### src/rtl/core/event_history_ring_assert.svh
// Assertion macros for the event history ring.
`ifndef EVENT_HISTORY_RING_ASSERT_SVH
`define EVENT_HISTORY_RING_ASSERT_SVH
`ifndef SYNTHESIS
`define EHR_ASSERT_NOW(lbl, clk, rst_n, ante, cons) \
    lbl: assert property (@(posedge clk) disable iff (!(rst_n)) (ante) |-> (cons)) \
        else $error("event history ring check failed");
`define EHR_ASSERT_NEXT(lbl, clk, rst_n, ante, cons) \
    lbl: assert property (@(posedge clk) disable iff (!(rst_n)) (ante) |=> (cons)) \
        else $error("event history ring check failed");
`else
`define EHR_ASSERT_NOW(lbl, clk, rst_n, ante, cons)
`define EHR_ASSERT_NEXT(lbl, clk, rst_n, ante, cons)
`endif
`endif

### src/rtl/core/ehr_pkg.sv
// Shared types and constants for the event history ring.
`default_nettype none
package ehr_pkg;

    localparam int CAPACITY = 64;
    localparam int PTR_W    = (CAPACITY > 1) ? $clog2(CAPACITY) : 1;
    localparam int CNT_W    = 7;
    localparam int SEQ_W    = 16;
    localparam int ID_W     = 32;
    localparam int TIME_W   = 32;
    localparam int LVL_W    = 8;

    typedef enum logic [0:0] {
        CMD_INSERT = 1'b0,
        CMD_LOOKUP = 1'b1
    } t_cmd;

    typedef enum logic [1:0] {
        ST_IDLE,
        ST_SCAN,
        ST_LAST,
        ST_EMIT
    } t_state;

    typedef struct packed {
        t_cmd               cmd;
        logic [SEQ_W-1:0]   seq_in;
        logic [ID_W-1:0]    id_in;
        logic [TIME_W-1:0]  time_in;
        logic [LVL_W-1:0]   levels_in;
    } t_in_item;

    typedef struct packed {
        logic               found;
        logic [ID_W-1:0]    id_out;
        logic [TIME_W-1:0]  time_out;
        logic [LVL_W-1:0]   levels_out;
        logic [SEQ_W-1:0]   oldest_after;
        logic [CNT_W-1:0]   fill_count;
        logic [SEQ_W-1:0]   newest_seq;
    } t_out_item;

    typedef struct packed {
        logic [SEQ_W-1:0]   seq;
        logic [ID_W-1:0]    id;
        logic [TIME_W-1:0]  tm;
        logic [LVL_W-1:0]   lvl;
    } t_entry;

    typedef struct packed {
        logic               we;
        logic [PTR_W-1:0]   waddr;
        t_entry             wentry;
        logic [PTR_W-1:0]   raddr;
    } t_mem_req;

endpackage
`default_nettype wire

### src/rtl/core/ehr_ctrl.sv
// Sequencer and compare unit that insert and scan the ring.
`default_nettype none
module ehr_ctrl (
    input  logic               i_clk,
    input  logic               i_rst_n,
    input  logic               i_in_valid,
    output logic               o_in_stall,
    input  ehr_pkg::t_in_item  i_in,
    output ehr_pkg::t_mem_req  o_mem,
    input  ehr_pkg::t_entry    i_rd,
    output logic               o_res_valid,
    input  logic               i_res_ready,
    output ehr_pkg::t_out_item o_res
);

    ehr_pkg::t_state               r_state,  n_state;
    logic [ehr_pkg::PTR_W-1:0]     r_wptr,   n_wptr;
    logic [ehr_pkg::CNT_W-1:0]     r_count,  n_count;
    logic [ehr_pkg::SEQ_W-1:0]     r_newest, n_newest;
    logic                          r_issued, n_issued;
    logic [ehr_pkg::PTR_W-1:0]     r_addr,   n_addr;
    logic [ehr_pkg::CNT_W-1:0]     r_k,      n_k;
    logic [ehr_pkg::SEQ_W-1:0]     r_req,    n_req;
    logic                          r_found,  n_found;
    logic [ehr_pkg::ID_W-1:0]      r_id,     n_id;
    logic [ehr_pkg::TIME_W-1:0]    r_tm,     n_tm;
    logic [ehr_pkg::LVL_W-1:0]     r_lv,     n_lv;
    logic [ehr_pkg::SEQ_W-1:0]     r_best,   n_best;
    logic [ehr_pkg::SEQ_W-1:0]     r_bdist,  n_bdist;
    logic [ehr_pkg::SEQ_W-1:0]     scan_gap;
    logic [ehr_pkg::PTR_W-1:0]     wptr_prev;
    logic [ehr_pkg::PTR_W-1:0]     addr_prev;

    always_ff @(posedge i_clk) begin
        if (!i_rst_n) begin
            r_state  <= ehr_pkg::ST_IDLE;
            r_wptr   <= '0;
            r_count  <= '0;
            r_newest <= '0;
            r_issued <= 1'b0;
        end else begin
            r_state  <= n_state;
            r_wptr   <= n_wptr;
            r_count  <= n_count;
            r_newest <= n_newest;
            r_issued <= n_issued;
        end
    end

    always_ff @(posedge i_clk) begin
        r_addr  <= n_addr;
        r_k     <= n_k;
        r_req   <= n_req;
        r_found <= n_found;
        r_id    <= n_id;
        r_tm    <= n_tm;
        r_lv    <= n_lv;
        r_best  <= n_best;
        r_bdist <= n_bdist;
    end

    assign wptr_prev = (r_wptr == '0) ? ehr_pkg::PTR_W'(ehr_pkg::CAPACITY - 1)
                                      : r_wptr - 1'b1;
    assign addr_prev = (r_addr == '0) ? ehr_pkg::PTR_W'(ehr_pkg::CAPACITY - 1)
                                      : r_addr - 1'b1;
    assign scan_gap  = i_rd.seq - r_req;

    always_comb begin
        n_state  = r_state;
        n_wptr   = r_wptr;
        n_count  = r_count;
        n_newest = r_newest;
        n_issued = (r_state == ehr_pkg::ST_SCAN);
        n_addr   = r_addr;
        n_k      = r_k;
        n_req    = r_req;
        n_found  = r_found;
        n_id     = r_id;
        n_tm     = r_tm;
        n_lv     = r_lv;
        n_best   = r_best;
        n_bdist  = r_bdist;

        o_mem.we            = 1'b0;
        o_mem.waddr         = r_wptr;
        o_mem.wentry.seq    = i_in.seq_in;
        o_mem.wentry.id     = i_in.id_in;
        o_mem.wentry.tm     = i_in.time_in;
        o_mem.wentry.lvl    = i_in.levels_in;
        o_mem.raddr         = r_addr;

        unique case (r_state)
            ehr_pkg::ST_IDLE: begin
                if (i_in_valid) begin
                    n_found = 1'b0;
                    n_id    = '0;
                    n_tm    = '0;
                    n_lv    = '0;
                    if (i_in.cmd == ehr_pkg::CMD_INSERT) begin
                        o_mem.we = 1'b1;
                        n_wptr   = (r_wptr == ehr_pkg::PTR_W'(ehr_pkg::CAPACITY - 1))
                                   ? '0 : r_wptr + 1'b1;
                        n_count  = (r_count == ehr_pkg::CNT_W'(ehr_pkg::CAPACITY))
                                   ? r_count : r_count + 1'b1;
                        n_newest = i_in.seq_in;
                        n_best   = '0;
                        n_state  = ehr_pkg::ST_EMIT;
                    end else begin
                        n_req   = i_in.seq_in;
                        n_best  = r_newest;
                        n_bdist = '1;
                        n_addr  = wptr_prev;
                        n_k     = '0;
                        n_state = (r_count == '0) ? ehr_pkg::ST_EMIT : ehr_pkg::ST_SCAN;
                    end
                end
            end
            ehr_pkg::ST_SCAN: begin
                n_addr = addr_prev;
                n_k    = r_k + 1'b1;
                if (r_k == r_count - 1'b1) begin
                    n_state = ehr_pkg::ST_LAST;
                end
            end
            ehr_pkg::ST_LAST: begin
                n_state = ehr_pkg::ST_EMIT;
            end
            ehr_pkg::ST_EMIT: begin
                if (i_res_ready) begin
                    n_state = ehr_pkg::ST_IDLE;
                end
            end
            default: begin
                n_state = ehr_pkg::ST_IDLE;
            end
        endcase

        // The scan runs newest first, so the first match seen is the newest one.
        if (r_issued) begin
            if (i_rd.seq == r_req && !r_found) begin
                n_found = 1'b1;
                n_id    = i_rd.id;
                n_tm    = i_rd.tm;
                n_lv    = i_rd.lvl;
            end
            if (i_rd.seq != r_req && scan_gap < r_bdist) begin
                n_bdist = scan_gap;
                n_best  = i_rd.seq;
            end
        end
    end

    assign o_in_stall         = (r_state != ehr_pkg::ST_IDLE);
    assign o_res_valid        = (r_state == ehr_pkg::ST_EMIT);
    assign o_res.found        = r_found;
    assign o_res.id_out       = r_id;
    assign o_res.time_out     = r_tm;
    assign o_res.levels_out   = r_lv;
    assign o_res.oldest_after = r_best;
    assign o_res.fill_count   = r_count;
    assign o_res.newest_seq   = r_newest;

endmodule
`default_nettype wire
### config.mk
export PLATFORM = sky130hd
export DESIGN_NAME = ehr_ctrl
export DESIGN_NICKNAME = d
export VERILOG_FILES = /design/src/rtl/core/event_history_ring_assert.svh /design/src/rtl/core/ehr_pkg.sv /design/src/rtl/core/ehr_ctrl.sv
export SDC_FILE = /design/constraint.sdc
export NUM_CORES = 1
export LEC_CHECK = 0
export BUFFER_PORTS_ARGS = -buffer_cell sky130_fd_sc_hd__clkbuf_2
export CAP_MARGIN = 15
export CORE_AREA = 2 2 154 156
export DETAILED_ROUTE_END_ITERATION = 8
export DIE_AREA = 0 0 156 158
export PLACE_DENSITY_LB_ADDON = 0.3
export SYNTH_ARGS = -nofsm -noshare
export SYNTH_HDL_FRONTEND = slang
export SYNTH_SLANG_ARGS = --single-unit
### constraint.sdc
create_clock -name i_clk -period 11.4 [get_ports i_clk]
set_clock_uncertainty 0.1 [all_clocks]
set_input_delay 1.14 -clock i_clk [delete_from_list [all_inputs] [get_ports i_clk]]
set_output_delay 1.14 -clock i_clk [all_outputs]
set_load 0.01 [all_outputs]
**Yosys cells after proc, flatten, opt, wreduce, memory -nomap -nowiden**

Cells that the tools add are included.

- Flip-flop bits (word level): 166
- RAM bits: 0
- Output and inout port bits: 215
- Memories: 0
- Bits of input ports: 181
- Latch bits: 0
- Logic and storage cells: 94
- Memory bits (read-only): 0

- Equality and inequality tests: 12
- Reductions and logical operators: 14
- Div/mod/pow operators: 0
- $add $sub $neg: 7
- Muxes and demuxes: 44
- Shifts and indexed selects: 0
- Multipliers: 0
- $lt $le $gt $ge: 1
- Bitwise gates (word level): 2

Operators with widths:

| kind | count |
|---|---|
| 32-bit 2-to-1 mux | 8 |
| 16-bit 2-to-1 mux | 10 |
| 8-bit 2-to-1 mux | 4 |
| 6-bit 2-to-1 mux | 5 |
| 16-bit == test | 1 |
| 16-bit < comparator | 1 |
| 16-bit inequality test | 1 |
| 16-bit subtractor | 1 |
| 7-bit by 1-bit adder with 7-bit output, second input constant | 2 |
| 7-bit 2-to-1 mux | 2 |
| 7-bit case mux with 2 select lines | 1 |
| 6-bit zero test | 2 |
| 6-bit case mux with 2 select lines | 1 |
| 3-bit AND reduction | 4 |
| 6-bit by 1-bit subtractor with 6-bit output, second input constant | 2 |
| 2-bit 2-to-1 mux | 5 |
| 2-bit case mux with 4 select lines | 1 |
| 7-bit == test | 1 |
| 7-bit == test, second input constant | 1 |
| 7-bit zero test | 1 |
| 1-bit 2-to-1 mux | 7 |
| 7-bit by 1-bit subtractor with 7-bit output, second input constant | 1 |
| 6-bit by 1-bit adder with 6-bit output, second input constant | 1 |
| 6-bit == test, second input constant | 1 |
| 10 further kinds | 16 |

**Logic depth before layout (Yosys ltp)**

- Depth after elaboration: 5
- Mapped depth: 17
- Gate-level depth less buffers: 16

**Worst setup path after synthesis**

Ideal clock, no wire load.

- Path kind: input to register
- Start: input i_rd[72] (netlist bit)
- End: register r_best[1] (netlist bit)
- Arrival: 4339 ps
- Stages on the path: 17
- Buffers on the path: 1
- Required time: 11179 ps
- Library setup time: 121 ps
- Path slack: 6840 ps
- Cell sequence: inv_1 -> ha_1 -> inv_1 -> fa_1 -> a211oi_2 -> o211ai_1 -> a31oi_2 -> mux2i_1 -> or3_1 -> ha_1 -> a21oi_1 -> nor2b_1 -> a41oi_1 -> nand4b_1 -> a21oi_2 -> buf_2 -> mux2_2

- Longest elaborated chain between the ends: 5
- Elaborated cells between the ends (all ways): 6
- Classes of those cells: add/sub: 1; order compare: 1; eq/ne: 1; mux: 2; reduce/logical: 1

Ends and longest elaborated chain:

| element | line | text |
|---|---|---|
| start, declared | ehr_ctrl.sv:10 | `input ehr_pkg::t_entry i_rd,` |
| 16-bit subtractor | ehr_ctrl.sv:66 | `assign scan_gap = i_rd.seq - r_req;` |
| 16-bit < comparator | ehr_ctrl.sv:146 | `if (i_rd.seq != r_req && scan_gap < r_bdist) begin` |
| 1-bit logical AND (*) | ehr_ctrl.sv:146 |  |
| 16-bit 2-to-1 mux (*) | ehr_ctrl.sv:146 |  |
| 16-bit 2-to-1 mux (*) | ehr_ctrl.sv:139 | `if (r_issued) begin` |
| via n_best, one bit | ehr_ctrl.sv:28 | `logic [ehr_pkg::SEQ_W-1:0] r_best, n_best;` |
| end signal, assigned | ehr_ctrl.sv:58 | `r_best <= n_best;` |
| end, declared | ehr_ctrl.sv:28 |  |

The timed path passes the listed nets; every way through them passes the cells marked *.
A chain may end at the register's enable or synchronous reset.

**Worst setup path in the final report**

- Start: input i_rd[72] (netlist bit)
- End: register r_best[7] (netlist bit)

Same word-level chain as after synthesis.

==> metrics.cfg <==
[yosys]
summed_instance_area_of_the_synthesized_netlist_um2=8580
post-synth-top-area-cell=dfxtp_1
postSynthCellCount=962
synth_sequential_area_ratio_pct=42.1
async_flop_share_pct=0
yosys_warnings=0
cell_with_the_most_instances_after_synthesis=nand2_1
synthTopCellsByCount=nand2_1, dfxtp_1, buf_4, nand3_1, inv_1
synth_cell_types=62
synth-edff-count=29
synth.net_count=1187
synth_area_leaders=dfxtp_1, edfxtp_1, nand2_1, buf_4, ha_1
yosys_register_bits=166
syn_avg_cell_area_um2=8.92
synth.top_cell.area_share_pct=32.0
most_used_flip_flop_cell_after_synthesis=dfxtp_1

[sta]
slew_viol_final=0
layout_worst_path_cycle_share_pct=44.3
layout_setup_ws_ns=6.35
setup_tns_ns=0
grt_setup_unrepaired=false
fmaxAchievable_ghz=0.198
max_slew.worst_pin.slew_ns=1.05
finalHoldViolCount=0
slew_margin_rel_pct=29.9
final_layout_worst_hold_slack_ns=0.345
finalSetupViolCount=0
finalCriticalPeriod_ns=5.05

[routing]
drt-vias-per-instance=4.81
detailedRoute.firstIterationViolations=339
dr_total_vias=6743
detailroute.wirelength.met2_um=10000
route.layer.met1.wl_um=9190
drt_pass1_iterations=4
topRoutingLayerUsed=met4
postRouteWirelength_um=21000
detail_route.wl_per_cell_um=15.0
detail_route.drc_violations=0
met3_length_um=1400
ant_nets=0

[critical_path]
cp.arrival_ns=5.27
worst_setup_path_end_kind=flip-flop
path_max_fanout=19
crit_path_start_kind=primary input
worst_setup_path_category=in2reg
cp.required_ns=11.61

[floorplan]
die_w_um=156
top_level_ports=396
floorplan.die_area_um2=24600
fp.dieH_um=158
fp-row-count=56
core-area_um2=23100
floorplan.initialDensity_pct=37.2

[clock_network]
clockRootBuffer=clkbuf_16
insertion_delay_ns=0.43
postCtsSetupRepairBufs=0
cts_htree_levels=4
clk_path_buf_depth=2
cts-buffers-inserted=17
cts_tree=built
ctsHoldBuffers=0
worst_setup_hold_path_clk_slew_ns=0.07
clock_sink_count=166
cts.repair.resized=0

[cells_and_area]
flow.area_growth_from_synthesis_pct=15.6
filler_cell_count=2328
final_area_um2=9920
final_cells=1402
layout-drive-gt1-share_pct=30.6
diodes=0
finalNetCount=1324

[global_routing]
via_count_of_the_first_global_routing_pass=6137
grt-ovfl-total=0
maximum_number_of_pins_on_one_net_before_global_route_repair=91
number_of_antenna_violations_at_the_first_check_in_global_routing=0
grt_pass1_wl_um=32200
grt.total_usage_pct=16.4

[placement]
place_worst_setup_slack_ns=5.90
dp_hpwl_um=15300
placed_cell_area_um2=9310
globalplace.congestion=0.856
dp.cells=1370
buffer_ports.inserted=251

[worst_hold_path]
hold_path_class=reg2reg

[run_status]
run_status=finished clean

[power]
max-vdd-ir-drop_mv=0.147
leakage_nw=4.78
power.density_nw_per_um2=189

[job]
number_of_maximum_capacitance_constraint_violations=0

## registers in the layout, summed over array words and instances (netlist names), 7 cells and up
signal and cells:
r_req 16, r_bdist 16, r_tm 32, r_lv 8
r_id 32, r_k 7, r_newest 16, r_best 16
r_count 7
## per-layer routing
metal | track usage [%] | up-vias
met2 | 27.1 | 192
met5 | 0 | -
met1 | 20.2 | 3104
li1 | - | 3409
met3 | 5.26 | 38
met4 | 5.68 | 0
## kinds of logic (layout without fill, tap and decap cells)
| logic type | after synthesis | in the layout | share of synthesized area, % |
|---|---|---|---|
| buf+inv | 185 | 335 | 13.0 |
| flops | 166 | 166 | 42.1 |
| xor+xnor | 42 | 42 | 4.29 |
| mux | 36 | 36 | 4.61 |
| compound gates | 107 | 107 | 9.22 |
| fa+ha+maj | 44 | 44 | 6.51 |
| simple gates | 382 | 382 | 20.3 |
## area by class of cell
cell class              count  area (um2)  share of cell area, %
clock buffers              17         425                   4.29
clock inverters            15         180                   1.82
inverters                  49         184                   1.85
multi-input cells         611        3870                   39.0
flip-flops and latches    166        3610                   36.4
well taps                 290         363                   3.66
repair buffers            254        1280                   12.9
## report_power, final
part | internal (W) | switching [W]
logic | 0.000247 | 0.000297
registers | 0.000688 | 0.0000571
clock network | 0.000315 | 0.000275
total | 0.00125 | 0.000629
## worst max-delay path, stage by stage
cell	delay (ns)
clkbuf_2	0.08
inv_1	0.08
ha_1	0.17
inv_1	0.05
fa_1	0.43
a211oi_2	0.27
o211ai_1	0.22
a31oi_2	0.28
mux2i_1	0.10
or3_1	0.33
ha_1	0.32
a21oi_1	0.14
nor2b_1	0.06
a41oi_1	0.19
nand4b_1	0.20
a21oi_4	0.44
buf_4	0.40
mux2_2	0.37
## cells in the final DEF (no fill, tap or decap), types with 5 or more instances in the layout
| cell type | instances |
|---|---|
| xnor2_1 | 32 |
| clkbuf_16 | 17 |
| or3_1 | 6 |
| and2_1 | 11 |
| nand4_1 | 5 |
| nor2b_1 | 10 |
| a22oi_1 | 6 |
| edfxtp_1 | 29 |
| inv_1 | 48 |
| clkbuf_2 | 251 |
| a21boi_0 | 16 |
| mux2i_1 | 8 |
| mux2_2 | 28 |
| xor2_1 | 10 |
| nand2_1 | 199 |
| a21oi_1 | 20 |
| o21ai_0 | 11 |
| ha_1 | 43 |
| or2_2 | 13 |
| nand3_1 | 83 |
| a22o_1 | 15 |
| nor3_1 | 9 |
| dfxtp_1 | 137 |
| nor2_1 | 24 |
## final timing paths
kind	startpoint	end	slack, ns	depth (start not counted)
worst max-delay path	i_rd[72]	r_best[7]$_DFF_P_	6.35	18
worst min-delay path	r_id[15]$_DFF_P_	r_id[15]$_DFF_P_	0.35	2
worst max register to register	r_req[0]$_DFFE_PP_	r_best[7]$_DFF_P_	6.91	16
worst min register to register	r_id[15]$_DFF_P_	r_id[15]$_DFF_P_	0.35	2
## metrics by stage
| step | utilization (%) | total power, W |
|---|---|---|
| global placement | 40.4 | 0.00129 |
| finish | 43.0 | 0.00188 |
| detailed placement | 40.4 | 0.00131 |
| CTS | 43.0 | 0.00190 |
| floorplan | - | 0.00117 |
| global route | 43.0 | 0.00200 |
No activity file was read; power rests on OpenSTA's default activity.
